--- config.mk ---
export PLATFORM = sky130hd
export DESIGN_NAME = flash_tag_stream_deframer
export DESIGN_NICKNAME = d
export VERILOG_FILES = /design/src/sv/fts_pkg.sv /design/src/sv/fts_parser.sv /design/src/sv/flash_tag_stream_deframer.sv
export VERILOG_INCLUDE_DIRS = /design/src /design/src/sv
export SDC_FILE = /design/constraint.sdc
export NUM_CORES = 1
export LEC_CHECK = 0
export ABC_AREA = 1
export BUFFER_PORTS_ARGS = -buffer_cell sky130_fd_sc_hd__buf_2
export CAP_MARGIN = 40
export CORE_MARGIN = 2
export CORE_UTILIZATION = 65
export DETAILED_ROUTE_END_ITERATION = 6
export HOLD_SLACK_MARGIN = 0.08
export MAX_ROUTING_LAYER = met4
export PLACE_DENSITY = 0.92
export SYNTH_ARGS = -nofsm -noshare
export SYNTH_HDL_FRONTEND = slang
export SYNTH_SLANG_ARGS = --single-unit
export TNS_END_PERCENT = 20
--- constraint.sdc ---
create_clock -name clk -period 5.44 [get_ports clk]
set_input_delay 0.272 -clock clk [delete_from_list [all_inputs] [get_ports clk]]
set_output_delay 0.272 -clock clk [all_outputs]
set_load 0.05 [all_outputs]
--- src/sv/flash_tag_stream_deframer_defines.svh ---
// assertion macros used by the deframer parser module
`ifndef FLASH_TAG_STREAM_DEFRAMER_DEFINES_SVH
`define FLASH_TAG_STREAM_DEFRAMER_DEFINES_SVH

// same-cycle implication, disabled during reset
`define FTS_ASSERT(name, clk_sig, rstn_sig, ante, cons) \
    name: assert property (@(posedge clk_sig) disable iff (!rstn_sig) (ante) |-> (cons)) \
        else $error("deframer assertion failed");

// next-cycle implication, disabled during reset
`define FTS_ASSERT_NEXT(name, clk_sig, rstn_sig, ante, cons) \
    name: assert property (@(posedge clk_sig) disable iff (!rstn_sig) (ante) |=> (cons)) \
        else $error("deframer assertion failed");

`endif

--- src/sv/fts_pkg.sv ---
// types, constants and helper functions for the flash tag stream deframer
`default_nettype none

package fts_pkg;

    // widest long tag length kept, in bits
    localparam int unsigned LEN_BITS = 32;
    localparam logic [31:0] LEN_LIMIT = 32'((64'd1 << LEN_BITS) - 64'd1);

    localparam int unsigned BCNT_W   = 4;
    localparam int unsigned TDATA_W  = 72;

    // signature characters
    localparam logic [7:0] CHR_F = 8'h46;
    localparam logic [7:0] CHR_C = 8'h43;
    localparam logic [7:0] CHR_W = 8'h57;
    localparam logic [7:0] CHR_S = 8'h53;

    // short length field value that escapes to a 32-bit length
    localparam logic [5:0] LEN_ESCAPE = 6'h3f;

    // tag ids with a media class
    localparam logic [9:0] TAG_VIDEO_STREAM = 10'd60;
    localparam logic [9:0] TAG_SOUND_HEAD   = 10'd18;
    localparam logic [9:0] TAG_SOUND_HEAD2  = 10'd45;
    localparam logic [9:0] TAG_VIDEO_FRAME  = 10'd61;
    localparam logic [9:0] TAG_SOUND_BLOCK  = 10'd19;
    localparam logic [9:0] TAG_JPEG         = 10'd21;

    // signature counter end and frame-rate section end
    localparam logic [BCNT_W-1:0] SIG_LAST_CNT  = 4'd7;
    localparam logic [BCNT_W-1:0] RATE_LAST_CNT = 4'd3;

    typedef enum logic [2:0] {
        PH_SIG   = 3'd0,
        PH_RECT0 = 3'd1,
        PH_RECTS = 3'd2,
        PH_RATE  = 3'd3,
        PH_TAGH0 = 3'd4,
        PH_TAGH1 = 3'd5,
        PH_LEN32 = 3'd6,
        PH_PAY   = 3'd7
    } phase_t;

    typedef enum logic [1:0] {
        KIND_FILE_HDR = 2'd0,
        KIND_TAG_HDR  = 2'd1,
        KIND_TAG_PAY  = 2'd2,
        KIND_DISCARD  = 2'd3
    } kind_t;

    typedef enum logic [1:0] {
        ERR_NONE       = 2'd0,
        ERR_COMPRESSED = 2'd1,
        ERR_BAD_SIG    = 2'd2
    } err_t;

    typedef enum logic [2:0] {
        CLS_OTHER        = 3'd0,
        CLS_VIDEO_STREAM = 3'd1,
        CLS_AUDIO_HEAD   = 3'd2,
        CLS_VIDEO_FRAME  = 3'd3,
        CLS_AUDIO_BLOCK  = 3'd4,
        CLS_JPEG         = 3'd5
    } class_t;

    typedef struct packed {
        kind_t       kind;
        logic [7:0]  data;
        logic [9:0]  tag_id;
        class_t      tag_class;
        logic [31:0] tag_length;
        logic        tag_last;
        logic        header_done;
        logic [15:0] fps_8p8;
        err_t        error_code;
    } fts_result_t;

    function automatic class_t tag_class_of(input logic [9:0] id);
        class_t cls;
        case (id)
            TAG_VIDEO_STREAM: cls = CLS_VIDEO_STREAM;
            TAG_SOUND_HEAD:   cls = CLS_AUDIO_HEAD;
            TAG_SOUND_HEAD2:  cls = CLS_AUDIO_HEAD;
            TAG_VIDEO_FRAME:  cls = CLS_VIDEO_FRAME;
            TAG_SOUND_BLOCK:  cls = CLS_AUDIO_BLOCK;
            TAG_JPEG:         cls = CLS_JPEG;
            default:          cls = CLS_OTHER;
        endcase
        return cls;
    endfunction

endpackage

`default_nettype wire

--- src/sv/fts_parser.sv ---
// parse state machine: file header, tag headers and payload, one byte per step
`default_nettype none
`include "flash_tag_stream_deframer_defines.svh"

module fts_parser (
    input  wire logic                clk,
    input  wire logic                rst_n,
    input  wire logic                step,
    input  wire logic [7:0]          data_in,
    input  wire logic                file_start,
    output fts_pkg::fts_result_t     res
);
    import fts_pkg::*;

    phase_t                 phase_reg, phase_next;
    logic [BCNT_W-1:0]      byte_counter_reg, byte_counter_next;
    logic [4:0]             rect_skip_left_reg, rect_skip_left_next;
    logic                   first_is_c_reg, first_is_c_next;
    logic                   signature_bad_reg, signature_bad_next;
    logic [7:0]             header_low_byte_reg, header_low_byte_next;
    logic [9:0]             current_tag_reg, current_tag_next;
    logic [31:0]            current_length_reg, current_length_next;
    logic [31:0]            payload_left_reg, payload_left_next;
    logic [15:0]            rate_value_reg, rate_value_next;
    err_t                   error_state_reg, error_state_next;

    // state seen by this byte (file_start restarts before parsing)
    phase_t                 cur_phase;
    logic [BCNT_W-1:0]      cur_cnt;
    logic [4:0]             cur_rsl;
    logic                   cur_first_c;
    logic                   cur_sig_bad;
    logic [7:0]             cur_hlb;
    logic [9:0]             cur_tag;
    logic [31:0]            cur_len;
    logic [31:0]            cur_pl;
    logic [15:0]            cur_rate;
    err_t                   cur_err;

    logic [4:0]             nbits;
    logic [5:0]             rect_skip;
    logic [4:0]             rsl_dec;
    logic [5:0]             short_len;
    logic [9:0]             hdr_id;
    logic [31:0]            len_gather;
    logic [31:0]            len_sat;
    logic [31:0]            pl_dec;
    logic                   sig_bad_now;

    kind_t                  kind;
    logic                   last;
    logic                   tagfields;
    logic                   done;

    always_comb
    begin
        if (file_start)
        begin
            cur_phase   = PH_SIG;
            cur_cnt     = '0;
            cur_rsl     = '0;
            cur_first_c = 1'b0;
            cur_sig_bad = 1'b0;
            cur_hlb     = '0;
            cur_tag     = '0;
            cur_len     = '0;
            cur_pl      = '0;
            cur_rate    = '0;
            cur_err     = ERR_NONE;
        end
        else
        begin
            cur_phase   = phase_reg;
            cur_cnt     = byte_counter_reg;
            cur_rsl     = rect_skip_left_reg;
            cur_first_c = first_is_c_reg;
            cur_sig_bad = signature_bad_reg;
            cur_hlb     = header_low_byte_reg;
            cur_tag     = current_tag_reg;
            cur_len     = current_length_reg;
            cur_pl      = payload_left_reg;
            cur_rate    = rate_value_reg;
            cur_err     = error_state_reg;
        end
    end

    // (4*nbits-3+7)/8 rectangle bytes follow the first one
    assign nbits     = data_in[7:3];
    assign rect_skip = ({1'b0, nbits} + 6'd1) >> 1;
    assign rsl_dec   = cur_rsl - 5'd1;
    assign short_len = cur_hlb[5:0];
    assign hdr_id    = {data_in, cur_hlb[7:6]};
    assign pl_dec    = cur_pl - 32'd1;
    assign sig_bad_now = cur_sig_bad | (data_in != CHR_S);

    always_comb
    begin
        case (cur_cnt[1:0])
            2'd0:    len_gather = cur_len | {24'd0, data_in};
            2'd1:    len_gather = cur_len | {16'd0, data_in, 8'd0};
            2'd2:    len_gather = cur_len | {8'd0, data_in, 16'd0};
            default: len_gather = cur_len | {data_in, 24'd0};
        endcase
        len_sat = (len_gather > LEN_LIMIT) ? LEN_LIMIT : len_gather;
    end

    // next phase
    always_comb
    begin
        phase_next = cur_phase;
        if (cur_err == ERR_NONE)
        begin
            case (cur_phase)
                PH_SIG:
                begin
                    if (cur_cnt >= SIG_LAST_CNT)
                        phase_next = PH_RECT0;
                end
                PH_RECT0:
                begin
                    phase_next = (rect_skip == 6'd0) ? PH_RATE : PH_RECTS;
                end
                PH_RECTS:
                begin
                    if (rsl_dec == 5'd0)
                        phase_next = PH_RATE;
                end
                PH_RATE:
                begin
                    if (cur_cnt >= RATE_LAST_CNT)
                        phase_next = PH_TAGH0;
                end
                PH_TAGH0:
                begin
                    phase_next = PH_TAGH1;
                end
                PH_TAGH1:
                begin
                    if (short_len == LEN_ESCAPE)
                        phase_next = PH_LEN32;
                    else if (short_len == 6'd0)
                        phase_next = PH_TAGH0;
                    else
                        phase_next = PH_PAY;
                end
                PH_LEN32:
                begin
                    if (cur_cnt[1:0] == 2'd3)
                        phase_next = (len_sat == 32'd0) ? PH_TAGH0 : PH_PAY;
                end
                PH_PAY:
                begin
                    if (pl_dec == 32'd0)
                        phase_next = PH_TAGH0;
                end
                default:
                begin
                    phase_next = cur_phase;
                end
            endcase
        end
    end

    // datapath state
    always_comb
    begin
        byte_counter_next    = cur_cnt;
        rect_skip_left_next  = cur_rsl;
        first_is_c_next      = cur_first_c;
        signature_bad_next   = cur_sig_bad;
        header_low_byte_next = cur_hlb;
        current_tag_next     = cur_tag;
        current_length_next  = cur_len;
        payload_left_next    = cur_pl;
        rate_value_next      = cur_rate;
        error_state_next     = cur_err;
        if (cur_err == ERR_NONE)
        begin
            case (cur_phase)
                PH_SIG:
                begin
                    case (cur_cnt)
                        4'd0:
                        begin
                            if (data_in == CHR_C)
                                first_is_c_next = 1'b1;
                            else if (data_in != CHR_F)
                                signature_bad_next = 1'b1;
                        end
                        4'd1:
                        begin
                            if (data_in != CHR_W)
                                signature_bad_next = 1'b1;
                        end
                        4'd2:
                        begin
                            signature_bad_next = sig_bad_now;
                            if (sig_bad_now)
                                error_state_next = ERR_BAD_SIG;
                            else if (cur_first_c)
                                error_state_next = ERR_COMPRESSED;
                        end
                        default:
                        begin
                            signature_bad_next = cur_sig_bad;
                        end
                    endcase
                    if (cur_cnt >= SIG_LAST_CNT)
                        byte_counter_next = '0;
                    else
                        byte_counter_next = cur_cnt + 4'd1;
                end
                PH_RECT0:
                begin
                    rect_skip_left_next = rect_skip[4:0];
                    byte_counter_next   = '0;
                end
                PH_RECTS:
                begin
                    rect_skip_left_next = rsl_dec;
                    if (rsl_dec == 5'd0)
                        byte_counter_next = '0;
                end
                PH_RATE:
                begin
                    if (cur_cnt == 4'd0)
                        rate_value_next = {cur_rate[15:8], data_in};
                    else if (cur_cnt == 4'd1)
                        rate_value_next = {data_in, cur_rate[7:0]};
                    if (cur_cnt >= RATE_LAST_CNT)
                        byte_counter_next = '0;
                    else
                        byte_counter_next = cur_cnt + 4'd1;
                end
                PH_TAGH0:
                begin
                    header_low_byte_next = data_in;
                    current_tag_next     = '0;
                    current_length_next  = '0;
                    payload_left_next    = '0;
                end
                PH_TAGH1:
                begin
                    current_tag_next = hdr_id;
                    if (short_len == LEN_ESCAPE)
                    begin
                        current_length_next = '0;
                        byte_counter_next   = '0;
                    end
                    else
                    begin
                        current_length_next = {26'd0, short_len};
                        payload_left_next   = {26'd0, short_len};
                    end
                end
                PH_LEN32:
                begin
                    if (cur_cnt[1:0] == 2'd3)
                    begin
                        current_length_next = len_sat;
                        payload_left_next   = len_sat;
                        byte_counter_next   = '0;
                    end
                    else
                    begin
                        current_length_next = len_gather;
                        byte_counter_next   = cur_cnt + 4'd1;
                    end
                end
                PH_PAY:
                begin
                    payload_left_next = pl_dec;
                end
                default:
                begin
                    payload_left_next = cur_pl;
                end
            endcase
        end
    end

    // per-byte outputs
    always_comb
    begin
        kind      = KIND_FILE_HDR;
        last      = 1'b0;
        tagfields = 1'b0;
        if (cur_err != ERR_NONE)
        begin
            kind = KIND_DISCARD;
        end
        else
        begin
            case (cur_phase)
                PH_SIG, PH_RECT0, PH_RECTS, PH_RATE:
                begin
                    kind = KIND_FILE_HDR;
                end
                PH_TAGH0:
                begin
                    kind      = KIND_TAG_HDR;
                    tagfields = 1'b1;
                end
                PH_TAGH1:
                begin
                    kind      = KIND_TAG_HDR;
                    tagfields = 1'b1;
                    last      = (short_len == 6'd0);
                end
                PH_LEN32:
                begin
                    kind      = KIND_TAG_HDR;
                    tagfields = 1'b1;
                    last      = (cur_cnt[1:0] == 2'd3) && (len_sat == 32'd0);
                end
                PH_PAY:
                begin
                    kind      = KIND_TAG_PAY;
                    tagfields = 1'b1;
                    last      = (pl_dec == 32'd0);
                end
                default:
                begin
                    kind = KIND_FILE_HDR;
                end
            endcase
        end
        done = (cur_err == ERR_NONE) && (error_state_next == ERR_NONE)
            && (phase_next inside {PH_TAGH0, PH_TAGH1, PH_LEN32, PH_PAY});
    end

    always_comb
    begin
        res.kind        = kind;
        res.data        = data_in;
        res.tag_id      = tagfields ? current_tag_next : 10'd0;
        res.tag_class   = tagfields ? tag_class_of(current_tag_next) : CLS_OTHER;
        res.tag_length  = tagfields ? current_length_next : 32'd0;
        res.tag_last    = last;
        res.header_done = done;
        res.fps_8p8     = rate_value_next;
        res.error_code  = error_state_next;
    end

    always_ff @(posedge clk or negedge rst_n)
    begin
        if (!rst_n)
        begin
            phase_reg           <= PH_SIG;
            byte_counter_reg    <= '0;
            rect_skip_left_reg  <= '0;
            first_is_c_reg      <= 1'b0;
            signature_bad_reg   <= 1'b0;
            header_low_byte_reg <= '0;
            current_tag_reg     <= '0;
            current_length_reg  <= '0;
            payload_left_reg    <= '0;
            rate_value_reg      <= '0;
            error_state_reg     <= ERR_NONE;
        end
        else if (step)
        begin
            phase_reg           <= phase_next;
            byte_counter_reg    <= byte_counter_next;
            rect_skip_left_reg  <= rect_skip_left_next;
            first_is_c_reg      <= first_is_c_next;
            signature_bad_reg   <= signature_bad_next;
            header_low_byte_reg <= header_low_byte_next;
            current_tag_reg     <= current_tag_next;
            current_length_reg  <= current_length_next;
            payload_left_reg    <= payload_left_next;
            rate_value_reg      <= rate_value_next;
            error_state_reg     <= error_state_next;
        end
    end

    `FTS_ASSERT(a_err_parks_in_sig, clk, rst_n, error_state_reg != ERR_NONE, phase_reg == PH_SIG)
    `FTS_ASSERT(a_pay_left_nonzero, clk, rst_n, phase_reg == PH_PAY, payload_left_reg != '0)
    `FTS_ASSERT(a_rect_left_nonzero, clk, rst_n, phase_reg == PH_RECTS, rect_skip_left_reg != '0)
    `FTS_ASSERT_NEXT(a_last_to_tag_hdr, clk, rst_n, step && res.tag_last, phase_reg == PH_TAGH0)

endmodule

`default_nettype wire

--- src/sv/flash_tag_stream_deframer.sv ---
// top level of the flash tag stream deframer, input beat register, parser, output beat register
// an accepted beat is held in the input beat register, then parsed into the output beat register when the output moves
// throughput: one byte per cycle; a new beat is taken every cycle the output moves
// the rate is set by the single parse state machine, updated once per byte
// reset: rst_n asynchronous active low, clears both beat valid flags and all parse state
// a beat with file_start set restarts the parse before that byte is examined
`default_nettype none

module flash_tag_stream_deframer (
    input  wire logic                          clk,
    input  wire logic                          rst_n,
    // input byte stream
    input  wire logic                          s_axis_tvalid,
    output logic                               s_axis_tready,
    input  wire logic [7:0]                    s_axis_tdata,  // data_in
    input  wire logic                          s_axis_tuser,  // file_start
    // deframed byte stream
    output logic                               m_axis_tvalid,
    input  wire logic                          m_axis_tready,
    // data_out, tag_id, tag_class, tag_length, header_done, fps_8p8, error_code
    output logic [fts_pkg::TDATA_W-1:0]        m_axis_tdata,
    output logic [1:0]                         m_axis_tuser,  // byte_kind
    output logic                               m_axis_tlast   // tag_last
);
    import fts_pkg::*;

    // input beat register
    logic        in_valid_reg, in_valid_next;
    logic [7:0]  in_data_reg;
    logic        in_start_reg;

    // output beat register
    logic        out_valid_reg, out_valid_next;
    fts_result_t out_res_reg;

    fts_result_t res;
    logic        advance;
    logic        step;

    // output register frees up when empty or being taken downstream
    assign advance       = !out_valid_reg || m_axis_tready;
    assign step          = in_valid_reg && advance;
    assign s_axis_tready = !in_valid_reg || advance;

    always_comb
    begin
        in_valid_next = in_valid_reg;
        if (s_axis_tready)
            in_valid_next = s_axis_tvalid;
        out_valid_next = out_valid_reg;
        if (advance)
            out_valid_next = in_valid_reg;
    end

    // parse state machine, evaluates the held beat against current state
    fts_parser u_parser (
        .clk        (clk),
        .rst_n      (rst_n),
        .step       (step),
        .data_in    (in_data_reg),
        .file_start (in_start_reg),
        .res        (res)
    );

    always_ff @(posedge clk or negedge rst_n)
    begin
        if (!rst_n)
        begin
            in_valid_reg  <= 1'b0;
            out_valid_reg <= 1'b0;
        end
        else
        begin
            in_valid_reg  <= in_valid_next;
            out_valid_reg <= out_valid_next;
        end
    end

    // payload registers, no reset needed
    always_ff @(posedge clk)
    begin
        if (s_axis_tready && s_axis_tvalid)
        begin
            in_data_reg  <= s_axis_tdata;
            in_start_reg <= s_axis_tuser;
        end
        if (step)
            out_res_reg <= res;
    end

    // pack result fields, data in the lowest bits and error_code in the highest
    assign m_axis_tvalid = out_valid_reg;
    assign m_axis_tdata  = {out_res_reg.error_code,
                            out_res_reg.fps_8p8,
                            out_res_reg.header_done,
                            out_res_reg.tag_length,
                            out_res_reg.tag_class,
                            out_res_reg.tag_id,
                            out_res_reg.data};
    assign m_axis_tuser  = out_res_reg.kind;
    assign m_axis_tlast  = out_res_reg.tag_last;

endmodule

`default_nettype wire

==> results of run 1 <==
[path summary, 6_finish.rpt]
path / startpoint / endpoint / slack [ns] / depth (start not counted)
max: in_start_reg$_DFFE_PP_ / u_parser.phase_reg[1]$_DFFE_PN0P_ / 1.72 / 16
min: m_axis_tready / in_valid_reg$_DFFE_PN0N_ / 0.17 / 4
max reg2reg: in_start_reg$_DFFE_PP_ / u_parser.phase_reg[1]$_DFFE_PN0P_ / 1.72 / 16
min reg2reg: u_parser.rate_value_reg[0]$_DFFE_PN0P_ / u_parser.rate_value_reg[0]$_DFFE_PN0P_ / 0.48 / 2
max in group asynchronous: rst_n / u_parser.current_length_reg[8]$_DFFE_PN0P_ / 4.30 / 3
min in group asynchronous: rst_n / u_parser.rect_skip_left_reg[3]$_DFFE_PN0P_ / 0.19 / 2
[stage by stage]
stage / total power [mW] / setup WS [ns] / area [µm²] / cells / hold WS [ns]
floorplan: 3.695 / 1.764 / 11470 / 1528 / -0.02359
global placement: 4.267 / 1.976 / 12090 / 1795 / 0.4494
detailed placement: 4.330 / 1.912 / 12180 / 1799 / 0.1233
CTS: 5.621 / 1.836 / 12880 / 1842 / 0.1362
global route: 5.987 / 1.368 / 12880 / 1842 / 0.1717
finish: 5.717 / 1.716 / 12880 / 1842 / 0.1714
[power by group through the flow]
stage	combinational [mW]	clock, mW	sequential [mW]
after detailed placement	2.19	0	2.14
after CTS	2.22	1.28	2.12
after global routing	2.48	1.34	2.16
after global placement	2.13	0	2.14
after floorplan	1.37	0	2.33
final	2.29	1.29	2.14
[area by class of cell]
cell class                      instances  area share (%)
Tap cell                              225           2.185
Clock buffer                           18           3.331
Sequential cell                       200           42.11
Inverter                              173           5.070
Multi-Input combinational cell       1088           39.81
Clock inverter                         14           1.233
Timing Repair Buffer                  124           6.255
[worst reg2reg max path: cells and delay by family (launching register included)]
family	cells	cell delay (ns)
simple gates	9	2.05
compound gates	2	0.25
buf+inv	4	0.62
flops	1	0.40
fa+ha+maj	1	0.27
[layer usage]
| layer | track usage [%] | up-vias | wire (µm) |
|---|---|---|---|
| li1 | - | 5255 | - |
| met1 | 55.75 | 5419 | 14020 |
| met2 | 63.67 | 1029 | 17560 |
| met3 | 10.63 | 249 | 4867 |
| met4 | 25.89 | 0 | 2528 |
| met5 | - | - | 0 |
[cells in the mapped netlist, drive strengths merged, types with 3 or more instances]
cell / number
a22oi: 12
a31oi: 8
o21bai: 3
nand2: 442
nand4: 16
clkbuf: 45
o2111ai: 15
nand3: 75
a32o: 3
buf: 22
nand3b: 3
dfrtp: 116
nor3: 14
inv: 171
ha: 10
nor2: 184
o22ai: 48
xor2: 7
nor4: 3
o21ai: 171
edfxtp: 84
o211ai: 9
a21oi: 48
[logic make-up after synthesis]
logic type / Yosys count / synth area share [%]
simple gates: 738 / 26.09
compound gates: 331 / 16.73
buf+inv: 240 / 8.124
flops: 200 / 47.28
fa+ha+maj: 10 / 1.091
xor+xnor: 9 / 0.6871
[timing repair]
| action | CTS | global route |
|---|---|---|
| buffers inserted | 0 | 0 |
| endpoints found under the hold margin | 75 | 0 |
| hold buffers | 11 | 0 |
==> flow_results.xml, run 1 <==
<?xml version="1.0" encoding="UTF-8"?>
<metrics>
  <group name="critical_path">
    <metric name="timing.critical_path.max_delay_family" unit="">simple AND/OR/NAND/NOR gates</metric>
    <metric name="cp.arrival" unit="ns">4.07</metric>
    <metric name="cp_slowest_stage_delay" unit="ns">0.63</metric>
    <metric name="element_type_at_the_critical_path_end" unit="">flop</metric>
    <metric name="timing.critical_path.buf_inv" unit="">4</metric>
    <metric name="critical-path-slowest-cell" unit="">sky130_fd_sc_hd__nand4_1</metric>
    <metric name="timing.critical_path.required" unit="ns">5.78</metric>
    <metric name="worst_setup_path_start_kind" unit="">flop</metric>
    <metric name="worst-setup-path-type" unit="">reg2reg</metric>
    <metric name="path_max_fanout" unit="">22</metric>
    <metric name="crit_chain" unit="">buf_4 -&gt; nor2_1 -&gt; inv_1 -&gt; ha_1 -&gt; inv_1 -&gt; nand4_1 -&gt; nand2_1 -&gt; inv_1 -&gt; nor2_1 -&gt; nand3_1 -&gt; nor2_1 -&gt; nand3_1 -&gt; a21oi_1 -&gt; nand2_1 -&gt; nand2_1 -&gt; a21oi_1</metric>
  </group>
  <group name="global_routing">
    <metric name="first_global_vias" unit="">10990</metric>
    <metric name="grt_remaining_overflow" unit="">0</metric>
    <metric name="number_of_antenna_violations_at_the_first_check_in_global_routing" unit="">0</metric>
    <metric name="grt_first_pass_wirelength" unit="mm">59.92</metric>
    <metric name="pin_count_of_the_biggest_net_entering_global_routing" unit="">80</metric>
    <metric name="track_usage" unit="%">43.75</metric>
  </group>
  <group name="sta">
    <metric name="setup-tns-final" unit="ns">0</metric>
    <metric name="timing_max_transition_violations_final" unit="">0</metric>
    <metric name="period_needed" unit="ns">3.725</metric>
    <metric name="setup_repair_after_global_routing_missed_its_margin" unit="">false</metric>
    <metric name="final-setup-viol-count" unit="">0</metric>
    <metric name="hold_viol_final" unit="">0</metric>
    <metric name="timing.fmax" unit="MHz">268.5</metric>
    <metric name="max_slew_margin_vs_limit" unit="%">42.91</metric>
    <metric name="max_slew.worst_pin.slew" unit="ns">0.8563</metric>
    <metric name="layout_worst_path_cycle_share" unit="%">68.47</metric>
    <metric name="final.setup_skew" unit="ns">0.01377</metric>
  </group>
  <group name="route">
    <metric name="detail_route.first_pass.iterations" unit="">7</metric>
    <metric name="vias" unit="">11950</metric>
    <metric name="via_per_inst" unit="">6.489</metric>
    <metric name="antenna_violating_nets_post_route" unit="">0</metric>
    <metric name="drc" unit="">26</metric>
    <metric name="detail_route.wirelength" unit="mm">38.98</metric>
    <metric name="first_iter_violations" unit="">2338</metric>
    <metric name="routedWlPerCell" unit="µm">21.16</metric>
  </group>
  <group name="final_layout">
    <metric name="final_core_utilization" unit="%">74.48</metric>
    <metric name="area_delta_synth_final" unit="%">12.28</metric>
    <metric name="antenna_cells_inserted" unit="">0</metric>
    <metric name="drive_above_1_share" unit="%">10.45</metric>
    <metric name="fillCellCount" unit="">1316</metric>
    <metric name="layout.cells.most_common" unit="">sky130_fd_sc_hd__nand2_1</metric>
    <metric name="final_net_count" unit="">1627</metric>
    <metric name="largest_register_ffs" unit="">72</metric>
    <metric name="register_area" unit="mm²">0.005425</metric>
    <metric name="multiInputGateArea" unit="mm²">0.005129</metric>
    <metric name="most-common-layout-cells" unit="">sky130_fd_sc_hd__nand2_1, sky130_fd_sc_hd__nor2_1, sky130_fd_sc_hd__inv_1, sky130_fd_sc_hd__o21ai_0, sky130_fd_sc_hd__dfrtp_1</metric>
  </group>
  <group name="synthesis">
    <metric name="yosysWarningCount" unit="">0</metric>
    <metric name="synth_enable_flop_cells" unit="">84</metric>
    <metric name="synth_cell_types" unit="">47</metric>
    <metric name="synth-seq-cells" unit="">200</metric>
    <metric name="cell_accounting_for_the_most_synthesized_area" unit="">sky130_fd_sc_hd__dfrtp_1</metric>
    <metric name="asyncSetResetFlopFracSynth" unit="%">58.00</metric>
    <metric name="most_area_consuming_cells_after_synthesis" unit="">sky130_fd_sc_hd__dfrtp_1, sky130_fd_sc_hd__edfxtp_1, sky130_fd_sc_hd__nand2_1</metric>
    <metric name="post_synthesis_instance_area" unit="mm²">0.01147</metric>
    <metric name="yosys_most_used_dff" unit="">sky130_fd_sc_hd__dfrtp_1</metric>
    <metric name="synthesis.area_per_instance" unit="µm²">7.509</metric>
    <metric name="synth_top_area_share" unit="%">25.30</metric>
    <metric name="syn_inst" unit="">1528</metric>
    <metric name="synth_seq_area_share" unit="%">47.28</metric>
    <metric name="synth_fp_nets" unit="">1551</metric>
  </group>
  <group name="placement">
    <metric name="gp_routability_congestion" unit="">1.023</metric>
    <metric name="place_hpwl" unit="mm">26.20</metric>
    <metric name="numPortBuffers" unit="">89</metric>
  </group>
  <group name="clock_tree">
    <metric name="cts_tree" unit="">yes</metric>
    <metric name="clk-insertion-delay-late" unit="ns">0.46</metric>
    <metric name="clock_tree.htree_level_count" unit="">4</metric>
    <metric name="cts.reportedPaths.clkPinSlew" unit="ns">0.08</metric>
    <metric name="maximum_count_of_clock_buffers_along_a_single_path" unit="">2</metric>
    <metric name="cts_resized" unit="">0</metric>
    <metric name="cts_inserted_buffers" unit="">17</metric>
    <metric name="clock-root-buffer" unit="">sky130_fd_sc_hd__clkbuf_16</metric>
    <metric name="clock_sinks" unit="">200</metric>
  </group>
  <group name="power">
    <metric name="switching_power_as_a_share_of_total_power" unit="%">44.93</metric>
    <metric name="seq_power_share" unit="%">37.4</metric>
    <metric name="power.density_cell_area" unit="mW/mm²">443.8</metric>
    <metric name="power.clock.fraction" unit="%">22.6</metric>
    <metric name="power.net_switching" unit="mW">2.568</metric>
    <metric name="intPower" unit="mW">3.148</metric>
    <metric name="p_leak" unit="nW">5.855</metric>
    <metric name="p_comb_share" unit="%">40.0</metric>
    <metric name="worst_ir_drop_vdd" unit="µV">348.0</metric>
  </group>
  <group name="floorplan">
    <metric name="die_w" unit="µm">136.9</metric>
    <metric name="num_io_pins" unit="">90</metric>
    <metric name="core-area" unit="mm²">0.01730</metric>
    <metric name="row_count" unit="">48</metric>
    <metric name="die_h" unit="µm">136.9</metric>
    <metric name="die_area" unit="mm²">0.01873</metric>
    <metric name="initial_core_util" unit="%">66.33</metric>
  </group>
  <group name="flow_run">
    <metric name="max_cap_viol_count" unit="">0</metric>
  </group>
  <group name="worst_hold_path">
    <metric name="worst_hold_path_type" unit="">in2reg</metric>
  </group>
  <group name="outcome">
    <metric name="outcome" unit="">finished with violations</metric>
    <metric name="violations_in_the_final_reports" unit="">design-rule violations</metric>
  </group>
</metrics>
(Power assumes the default switching activity.)
==> run 2, diff against run 1 <==
--- a/config.mk
+++ b/config.mk
@@ -10,11 +10,11 @@
 export BUFFER_PORTS_ARGS = -buffer_cell sky130_fd_sc_hd__buf_2
 export CAP_MARGIN = 40
 export CORE_MARGIN = 2
-export CORE_UTILIZATION = 65
+export CORE_UTILIZATION = 61
 export DETAILED_ROUTE_END_ITERATION = 6
 export HOLD_SLACK_MARGIN = 0.08
 export MAX_ROUTING_LAYER = met4
-export PLACE_DENSITY = 0.92
+export PLACE_DENSITY = 0.88
 export SYNTH_ARGS = -nofsm -noshare
 export SYNTH_HDL_FRONTEND = slang
 export SYNTH_SLANG_ARGS = --single-unit
==> constraint.sdc (replaced) <==
create_clock -name clk -period 3.84 [get_ports clk]
set_input_delay 0.192 -clock clk [delete_from_list [all_inputs] [get_ports clk]]
set_output_delay 0.192 -clock clk [all_outputs]
set_load 0.05 [all_outputs]
==> run 2 against run 1 <==
The run still ends with design-rule violations left. Design area is 0.68% higher. Cell count is 1.1% higher. Combinational power is 40% higher. Worst setup slack worse by 1.0 ns. Non-clock buffer count is 10 higher. Routed wire length is 3.8% lower. Utilization is 4.7 points lower. First-iteration DRC count is 34% lower. Die area is 6.4% higher. Clock power is 43% higher. Register-to-register slack worse by 1.0 ns. Sequential share of layout area is 0.28 points lower. Critical path type unchanged. Critical endpoint is now u_parser.phase_reg[0]$_DFFE_PN0P_. Largest cell class unchanged.
==> flow_results.xml, run 2 (synthesized netlist as in run 1, its figures left out) <==
<?xml version="1.0" encoding="UTF-8"?>
<metrics>
  <group name="critical_path">
    <metric name="path_max_fanout" unit="">122</metric>
    <metric name="cp.arrival" unit="ns">3.48</metric>
    <metric name="element_type_at_the_critical_path_end" unit="">flop</metric>
    <metric name="worst-setup-path-type" unit="">reg2reg</metric>
    <metric name="worst_setup_path_start_kind" unit="">flop</metric>
    <metric name="timing.critical_path.mode_cell" unit="">sky130_fd_sc_hd__nand2_1</metric>
    <metric name="critical-path-slowest-cell" unit="">sky130_fd_sc_hd__edfxtp_1</metric>
    <metric name="timing.critical_path.required" unit="ns">4.17</metric>
    <metric name="crit_chain" unit="">clkinv_2 -&gt; buf_12 -&gt; nand2_1 -&gt; ha_1 -&gt; nand2_1 -&gt; nor2_1 -&gt; nand2_1 -&gt; nor2_2 -&gt; nand2_1 -&gt; nand2_1 -&gt; nand2_1 -&gt; nor2_1 -&gt; nand2_1 -&gt; nor2_1 -&gt; nand3_1 -&gt; nand2_1 -&gt; nand2_1 -&gt; nand2_1 -&gt; a21oi_1</metric>
    <metric name="cp_slowest_stage_delay" unit="ns">0.43</metric>
  </group>
  <group name="outcome">
    <metric name="outcome" unit="">finished with violations</metric>
    <metric name="violations_in_the_final_reports" unit="">design-rule violations</metric>
  </group>
  <group name="flow_run">
    <metric name="max_cap_viol_count" unit="">0</metric>
  </group>
  <group name="power">
    <metric name="power.density_cell_area" unit="mW/mm²">622.6</metric>
    <metric name="switching_power_as_a_share_of_total_power" unit="%">45.10</metric>
    <metric name="worst_ir_drop_vdd" unit="µV">354.0</metric>
    <metric name="power.net_switching" unit="mW">3.642</metric>
    <metric name="p_leak" unit="nW">5.910</metric>
    <metric name="design_power_total" unit="mW">8.075</metric>
    <metric name="p_comb_share" unit="%">39.8</metric>
    <metric name="power.clock.fraction" unit="%">22.8</metric>
    <metric name="seq_power_share" unit="%">37.4</metric>
    <metric name="intPower" unit="mW">4.434</metric>
  </group>
  <group name="sta">
    <metric name="hold_viol_final" unit="">0</metric>
    <metric name="final.setup.worst_slack" unit="ns">0.6890</metric>
    <metric name="layout_worst_path_cycle_share" unit="%">82.06</metric>
    <metric name="timing.fmax" unit="MHz">317.4</metric>
    <metric name="max_slew.worst_pin.slew" unit="ns">0.7882</metric>
    <metric name="setup-tns-final" unit="ns">0</metric>
    <metric name="max_slew_margin_vs_limit" unit="%">47.40</metric>
    <metric name="timing_max_transition_violations_final" unit="">0</metric>
    <metric name="period_needed" unit="ns">3.151</metric>
    <metric name="setup_repair_after_global_routing_missed_its_margin" unit="">false</metric>
    <metric name="final-setup-viol-count" unit="">0</metric>
    <metric name="final.setup_skew" unit="ns">0.01457</metric>
  </group>
  <group name="global_routing">
    <metric name="pin_count_of_the_biggest_net_entering_global_routing" unit="">123</metric>
    <metric name="number_of_antenna_violations_at_the_first_check_in_global_routing" unit="">1</metric>
    <metric name="first_global_vias" unit="">10810</metric>
    <metric name="grt_first_pass_wirelength" unit="mm">58.09</metric>
    <metric name="grt_remaining_overflow" unit="">0</metric>
    <metric name="track_usage" unit="%">39.06</metric>
  </group>
  <group name="clock_tree">
    <metric name="cts.reportedPaths.clkPinSlew" unit="ns">0.08</metric>
    <metric name="maximum_count_of_clock_buffers_along_a_single_path" unit="">2</metric>
    <metric name="cts_resized" unit="">0</metric>
    <metric name="clock_tree.htree_level_count" unit="">4</metric>
    <metric name="cts_tree" unit="">yes</metric>
    <metric name="clock-root-buffer" unit="">sky130_fd_sc_hd__clkbuf_16</metric>
    <metric name="clock_sinks" unit="">200</metric>
    <metric name="ctsHoldBuffers" unit="">13</metric>
    <metric name="clk-insertion-delay-late" unit="ns">0.46</metric>
    <metric name="cts_inserted_buffers" unit="">17</metric>
    <metric name="cts_post_setup_buffers_inserted" unit="">0</metric>
  </group>
  <group name="route">
    <metric name="drc" unit="">3</metric>
    <metric name="routedWlPerCell" unit="µm">20.15</metric>
    <metric name="antenna_violating_nets_post_route" unit="">0</metric>
    <metric name="vias" unit="">11680</metric>
    <metric name="detail_route.wirelength" unit="mm">37.51</metric>
    <metric name="detail_route.first_pass.iterations" unit="">7</metric>
    <metric name="via_per_inst" unit="">6.275</metric>
    <metric name="first_iter_violations" unit="">1536</metric>
  </group>
  <group name="placement">
    <metric name="dp_slack" unit="ns">0.8617</metric>
    <metric name="numPortBuffers" unit="">89</metric>
    <metric name="place_hpwl" unit="mm">25.88</metric>
    <metric name="gp_routability_congestion" unit="">1.045</metric>
  </group>
  <group name="final_layout">
    <metric name="largest_register_ffs" unit="">72</metric>
    <metric name="final_net_count" unit="">1637</metric>
    <metric name="drive_above_1_share" unit="%">10.82</metric>
    <metric name="layout.cells.most_common" unit="">sky130_fd_sc_hd__nand2_1</metric>
    <metric name="final_core_utilization" unit="%">69.80</metric>
    <metric name="most-common-layout-cells" unit="">sky130_fd_sc_hd__nand2_1, sky130_fd_sc_hd__nor2_1, sky130_fd_sc_hd__inv_1, sky130_fd_sc_hd__o21ai_0, sky130_fd_sc_hd__dfrtp_1</metric>
    <metric name="area_delta_synth_final" unit="%">13.04</metric>
  </group>
  <group name="worst_hold_path">
    <metric name="worst_hold_path_type" unit="">in2async</metric>
  </group>
  <group name="floorplan">
    <metric name="row_count" unit="">50</metric>
    <metric name="die_w" unit="µm">141.1</metric>
    <metric name="die_area" unit="mm²">0.01992</metric>
    <metric name="die_h" unit="µm">141.1</metric>
    <metric name="core-area" unit="mm²">0.01858</metric>
    <metric name="num_io_pins" unit="">90</metric>
    <metric name="initial_core_util" unit="%">61.75</metric>
  </group>
</metrics>
[run 2: worst paths after layout]
path / from / end / slack [ns] / cells after the start
max: in_start_reg$_DFFE_PP_ / u_parser.phase_reg[0]$_DFFE_PN0P_ / 0.69 / 19
min: rst_n / u_parser.payload_left_reg[17]$_DFFE_PN0P_ / 0.27 / 2
max reg2reg: in_start_reg$_DFFE_PP_ / u_parser.phase_reg[0]$_DFFE_PN0P_ / 0.69 / 19
min reg2reg: u_parser.rate_value_reg[2]$_DFFE_PN0P_ / u_parser.rate_value_reg[2]$_DFFE_PN0P_ / 0.49 / 2
max in group asynchronous: rst_n / u_parser.current_length_reg[12]$_DFFE_PN0P_ / 2.62 / 4
min in group clk: s_axis_tdata[4] / in_data_reg[4]$_DFFE_PP_ / 0.44 / 2
[run 2: worst max-delay path, delay by kind of cell, from the launching register on]
| family | cells | cell delay (ns) |
|---|---|---|
| AO/OA/AOI/OAI | 1 | 0.06 |
| buffers and inverters | 2 | 0.35 |
| flip-flops | 1 | 0.43 |
| adder cells (fa/ha/maj) | 1 | 0.24 |
| AND/OR/NAND/NOR | 15 | 1.88 |
[run 2: power groups by stage]
stage | registers, mW | logic [mW] | clock network, mW
global placement | 3.02 | 3.06 | 0
detailed placement | 3.03 | 3.10 | 0
floorplan | 3.30 | 1.93 | 0
finish | 3.02 | 3.21 | 1.84
global route | 3.06 | 3.50 | 1.91
CTS | 2.99 | 3.13 | 1.83
[run 2: layout make-up]
cell class / instances / area (µm²)
Inverter: 173 / 653.1
Multi-Input combinational cell: 1088 / 5126
Clock buffer: 18 / 429.2
Antenna cell: 1 / 2.502
Timing Repair Buffer: 134 / 868.3
Tap cell: 234 / 292.8
Sequential cell: 200 / 5425
Fill cell: 1452 / 5610
Clock inverter: 14 / 172.7
[run 2: metal layers]
layer / vias to the layer above / share of wire (%) / track usage, %
met5: - / 0 / -
met4: 0 / 5.6 / 19.95
met3: 189 / 11 / 8.967
met2: 824 / 45 / 59.12
met1: 5390 / 38 / 49.52
li1: 5281 / - / -
[run 2: stage by stage]
stage | cell area [µm²] | hold slack, ns | std cells
after detailed placement | 12240 | 0.1977 | 1816
final | 12970 | 0.2674 | 1862
after CTS | 12970 | 0.2714 | 1861
after global routing | 12970 | 0.3077 | 1862
after global placement | 12210 | 0.3705 | 1814
after floorplan | 11470 | -0.1036 | 1528
